==> src/rtl/core/tgs_pkg.sv <==
// Shared types and constants for the topic Gibbs token sampler.
// Used by the controller, the datapath and the top level.
`default_nettype none
package tgs_pkg;
    // Table sizes. The index fields of the input stream are sized for these.
    localparam int TOPICS = 64;
    localparam int VOCAB  = 4096;
    localparam int DOCS   = 1024;

    localparam logic [2:0] ACT_SAMPLE = 3'd0;
    localparam logic [2:0] ACT_DOC    = 3'd1;
    localparam logic [2:0] ACT_WORD   = 3'd2;
    localparam logic [2:0] ACT_TOTAL  = 3'd3;
    localparam logic [2:0] ACT_SHAPE  = 3'd4;

    localparam logic [55:0] W56_MAX = {56{1'b1}};
    localparam logic [23:0] CNT_MAX = {24{1'b1}};

    // Commands from the controller to the datapath.
    typedef struct packed {
        logic capture;     // latch the accepted item
        logic load_wr;     // perform a load write
        logic dec_rd;      // read entries for the old topic
        logic dec_wr;      // write decremented counts
        logic scan_rd;     // read entries of the scan topic
        logic div_start;   // start the divider
        logic mul_lo;      // first partial product
        logic mul_hi;      // second partial product, accumulate
        logic thr_lo;      // threshold partial products
        logic thr_hi;
        logic srch;        // compare one running sum
        logic inc_rd;      // read entries for the new topic
        logic inc_wr;      // write incremented counts
        logic scan_next;   // advance scan topic
    } tgs_cmd_t;

    // Status from the datapath to the controller.
    typedef struct packed {
        logic is_sample;
        logic div_done;
        logic scan_last;
        logic srch_last;
    } tgs_sts_t;
endpackage
`default_nettype wire

==> src/rtl/core/tgs_ctrl.sv <==
// Controller state machine for the topic Gibbs token sampler.
// Depends on tgs_pkg; drives the datapath through tgs_cmd_t.
`default_nettype none
module tgs_ctrl
    import tgs_pkg::*;
(
    input  wire logic     clk,
    input  wire logic     rst_n,
    input  wire logic     in_fire,
    input  wire logic     out_busy,
    input  wire tgs_sts_t sts,
    output tgs_cmd_t      cmd,
    output logic          idle,
    output logic          out_load
);
    localparam logic [3:0] S_IDLE = 4'd0, S_LOAD = 4'd1, S_DRD = 4'd2, S_DWR = 4'd3,
        S_SRD = 4'd4, S_DIV = 4'd5, S_MLO = 4'd6, S_MHI = 4'd7, S_TLO = 4'd8,
        S_THI = 4'd9, S_SRCH = 4'd10, S_IRD = 4'd11, S_IWR = 4'd12, S_OUT = 4'd13,
        S_DST = 4'd14;

    logic [3:0] state_reg, state_next;

    always_ff @(posedge clk or negedge rst_n)
    begin
        if (!rst_n)
            state_reg <= S_IDLE;
        else
            state_reg <= state_next;
    end

    always_comb
    begin
        cmd = '0;
        state_next = state_reg;
        out_load = 1'b0;
        idle = (state_reg == S_IDLE);
        cmd.capture = idle && in_fire;
        unique case (state_reg)
            S_IDLE:  if (in_fire) state_next = S_LOAD;
            S_LOAD:
            begin
                if (sts.is_sample)
                begin
                    cmd.dec_rd = 1'b1;
                    state_next = S_DRD;
                end
                else
                begin
                    cmd.load_wr = 1'b1;
                    state_next = S_OUT;
                end
            end
            S_DRD:
            begin
                cmd.dec_wr = 1'b1;
                state_next = S_DWR;
            end
            S_DWR:
            begin
                cmd.scan_rd = 1'b1;
                state_next = S_SRD;
            end
            S_SRD:
            begin
                cmd.div_start = 1'b1;
                state_next = S_DST;
            end
            S_DST:   state_next = S_DIV;
            S_DIV:   if (sts.div_done) state_next = S_MLO;
            S_MLO:
            begin
                cmd.mul_lo = 1'b1;
                state_next = S_MHI;
            end
            S_MHI:
            begin
                cmd.mul_hi = 1'b1;
                if (sts.scan_last)
                    state_next = S_TLO;
                else
                begin
                    cmd.scan_next = 1'b1;
                    state_next = S_DWR;
                end
            end
            S_TLO:
            begin
                cmd.thr_lo = 1'b1;
                state_next = S_THI;
            end
            S_THI:
            begin
                cmd.thr_hi = 1'b1;
                state_next = S_SRCH;
            end
            S_SRCH:
            begin
                cmd.srch = 1'b1;
                if (sts.srch_last)
                    state_next = S_IRD;
            end
            S_IRD:
            begin
                cmd.inc_rd = 1'b1;
                state_next = S_IWR;
            end
            S_IWR:
            begin
                cmd.inc_wr = 1'b1;
                state_next = S_OUT;
            end
            S_OUT:
            begin
                if (!out_busy)
                begin
                    out_load = 1'b1;
                    state_next = S_IDLE;
                end
            end
            default: state_next = S_IDLE;
        endcase
    end
endmodule
`default_nettype wire

==> config.mk <==
export PLATFORM = sky130hd
export DESIGN_NAME = tgs_ctrl
export DESIGN_NICKNAME = d
export VERILOG_FILES = /design/src/rtl/core/tgs_pkg.sv /design/src/rtl/core/tgs_ctrl.sv
export SDC_FILE = /design/constraint.sdc
export NUM_CORES = 1
export LEC_CHECK = 0
export ABC_AREA = 0
export BUFFER_PORTS_ARGS = -buffer_cell sky130_fd_sc_hd__buf_2
export CAP_MARGIN = 10
export CORE_AREA = 2 2 39 41
export CTS_BUF_LIST = sky130_fd_sc_hd__clkbuf_16
export DETAILED_ROUTE_END_ITERATION = 8
export DIE_AREA = 0 0 41 43
export PLACE_DENSITY = 0.75
export SLEW_MARGIN = 25
export SYNTH_ARGS = -nofsm -noshare
export SYNTH_HDL_FRONTEND = slang
export SYNTH_SLANG_ARGS = --single-unit
==> constraint.sdc <==
create_clock -name clk -period 4 [get_ports clk]
set_clock_uncertainty 0.15 [all_clocks]
set_input_delay 0.8 -clock clk [delete_from_list [all_inputs] [get_ports clk]]
set_output_delay 0.8 -clock clk [all_outputs]
set_load 0.02 [all_outputs]
==> flow_metrics.py <==
metrics = {
    "pwr": {
        "switching_share": 0.439,
        "p_comb_frac": 0.527,
        "p_leak_nw": 0.317,
        "clkPwrFrac": 0.253,
        "power_frac_seq": 0.221,
        "power_density_nw_per_um2": 974,
        "p_int_uw": 346,
        "power.switching_uw": 271,
        "peakVddDrop_mv": 0.241,
    },
    "finish": {
        "nFillCells": 132,
        "drive_above_1_share": 0.425,
        "antenna_cells": 0,
        "utilization": 0.458,
        "areaGrowthSynthToFinish_pct": 38.6,
        "multi_input_area_um2": 315,
        "final-seq-area_um2": 100,
        "fin_area_um2": 633,
        "nNetsFinal": 90,
        "final_cells": 96,
        "largest_register_ffs": 4,
    },
    "sta": {
        "rsz0062_at_grt": "no",
        "setup_ws_ps": 1520,
        "tightest_slew_ps": 535,
        "maxSlewViolCount": 0,
        "relSlewSlack": 0.644,
        "hold_violations": 0,
        "setup_violations": 0,
        "fmax_ghz": 0.403,
        "setup_tns_ps": 0,
        "final.min_clock_period_ps": 2480,
        "post-route-period-util": 0.620,
    },
    "logic_synthesis": {
        "synth_ff_type": "dfrtp_1",
        "synth_cell_types": 27,
        "syn_area_per_cell_um2": 7.61,
        "yosysTopAreaCell": "dfrtp_1",
        "yosysTopAreaCellShare": 0.219,
        "synth_fp_nets": 68,
        "ys_seq_elements": 4,
        "syn_area_um2": 457,
        "yosysWarnings": 0,
        "ys_seq_area_frac": 0.219,
        "syn_inst": 60,
        "synth.area.top_cells": "dfrtp_1 22%, nor3_1 11%, mux2_4 9.9%, nand2b_1 6.8%, nor2_1 6.6%",
        "async_flop_share": 1.00,
        "synth-edff-count": 0,
    },
    "critical_path": {
        "regToRegSetupSlack_ps": 1970,
        "path_class": "flip-flop to output port",
        "crit_path_start_kind": "flip-flop",
        "worstRegToRegCells": 4,
        "crit_path_end_kind": "output port",
        "cp.required_ps": 3050,
        "worstReg2RegStart": "state_reg[0]$_DFFE_PN0P_",
        "path_cells": "or2_1 -> nor3_1 -> and2_1 -> buf_2",
        "critPathMaxStageDelay_ps": 490,
        "cp-startpoint": "state_reg[2]$_DFFE_PN0P_",
        "slowest_stage": "dfrtp_1",
        "arrival_ps": 1530,
        "critPathMaxFanout": 12,
        "cp-endpoint": "cmd[13]",
        "reg2reg_to": "state_reg[2]$_DFFE_PN0P_",
    },
    "floorplan": {
        "io-pin-count": 24,
        "die_w_um": 41,
        "die_h_um": 43,
        "rows": 14,
        "start_util": 0.330,
        "coreArea_um2": 1380,
        "die-area_um2": 1760,
    },
    "grt": {
        "antenna_found_initial": 0,
        "grt_usage": 0.137,
        "grt_first_pass_wirelength_mm": 1.58,
        "grt_pass1_vias": 400,
        "grt_max_degree": 18,
        "grt_overflow": 0,
    },
    "place": {
        "dpl.hpwl_um": 807,
        "placed_cell_area_um2": 558,
        "preCtsSetupSlack_ps": 1750,
        "place.gp.congestion": 0.694,
        "dpl.cell_count": 93,
        "io_buffers": 23,
    },
    "clock_tree": {
        "cts.path.max_buffers": 2,
        "clock-root-buffer": "clkbuf_16",
        "cts.sinks": 4,
        "clk_pin_slew_ps": 30,
        "cts_tree": "done",
        "cts_buffers": 3,
        "cts-hold-fix-buffers": 0,
        "cts_setup_buffers": 0,
        "cts-resized-gates": 0,
        "htree_levels": 1,
        "clkLatencyLatePin_ps": 220,
    },
    "route": {
        "first_pass_iters": 6,
        "drt-initial-drc-count": 7,
        "drcViolationCount": 0,
        "routedWlPerCell_um": 11.9,
        "via_per_inst": 5.19,
        "postRouteAntennaNets": 0,
        "vias": 498,
        "drt_wl_total_mm": 1.14,
    },
    "flow_run": {
        "maxCapViolCount": 0,
    },
    "outcome": {
        "outcome": "completed",
    },
    "worst_hold_path": {
        "hold_class": "input pin to async pin",
    },
}
==> synthesized netlist by cell type, drive strengths merged (2+ instances only) <==
master  instances
clkbuf          4
mux2            4
buf             2
dfrtp           4
a21oi           3
nand2b          5
nand2           4
nor3           11
nor2            8
inv             2
==> cell type report <==
class                   instances  area share
clock buffers                   3       0.119
multi-input cells              48       0.498
flip-flops and latches          4       0.158
repair buffers                 23       0.182
well taps                      16      0.0316
inverters                       2      0.0119
==> layout by cell type (no fill, tap or decap) <==
cell / instances
a211oi_1: 1
a21o_1: 1
a21oi_1: 2
a21oi_2: 1
and2_1: 1
buf_2: 23
clkbuf_16: 3
dfrtp_1: 4
inv_1: 2
mux2_2: 1
mux2_4: 3
nand2_1: 4
nand2b_1: 5
nand4_1: 1
nor2_1: 8
nor2b_1: 1
nor3_1: 10
nor3_2: 1
o211ai_1: 1
o21ba_2: 1
o22a_1: 1
o2bb2ai_1: 1
o31ai_1: 1
o32a_1: 1
or2_1: 1
or4_4: 1
==> logic make-up after synthesis <==
| group | count (synthesis) | share of synthesized area |
|---|---|---|
| compound gates | 11 | 0.189 |
| flops | 4 | 0.219 |
| buf+inv | 8 | 0.0904 |
| simple gates | 33 | 0.378 |
| mux | 4 | 0.123 |
==> per-stage QoR <==
step,power (mW),hold WS [ps]
2_1_floorplan,0.402,354
5_1_grt,0.660,223
4_1_cts,0.621,223
3_5_place_dp,0.459,456
3_3_place_gp,0.450,452
6_report,0.617,220
==> worst min path at each step <==
| stage | start | end | slack, ps | depth (start not counted) |
|---|---|---|---|---|
| 6_report | rst_n | state_reg[0]$_DFFE_PN0P_ | 220 | 1 |
| 4_1_cts | rst_n | state_reg[0]$_DFFE_PN0P_ | 220 | 1 |
| 2_1_floorplan | rst_n | state_reg[0]$_DFFE_PN0P_ | 350 | 0 |
| 3_5_place_dp | rst_n | state_reg[1]$_DFFE_PN0P_ | 460 | 1 |
| 3_3_place_gp | rst_n | state_reg[3]$_DFFE_PN0P_ | 450 | 1 |
| 5_1_grt | rst_n | state_reg[1]$_DFFE_PN0P_ | 220 | 1 |
==> worst max-delay path, delay by kind of cell (launching register included) <==
family	cells	cell delay, ps
buffers and inverters	1	150
flip-flops	1	490
AND/OR/NAND/NOR	3	670
==> power by group through the flow <==
stage,logic (mW),registers [mW],clock network (mW)
after floorplan,0.326,0.0760,0
after global routing,0.354,0.145,0.161
after CTS,0.329,0.135,0.157
final,0.325,0.136,0.156
after global placement,0.318,0.132,0
after detailed placement,0.324,0.134,0
==> routing by layer <==
layer / share of wire / GRT usage
met5: 0 / 0
met4: 0.0079 / 0.0800
met3: 0.064 / 0.0314
met2: 0.53 / 0.238
met1: 0.39 / 0.136
Power figures use the tool's default switching activity.
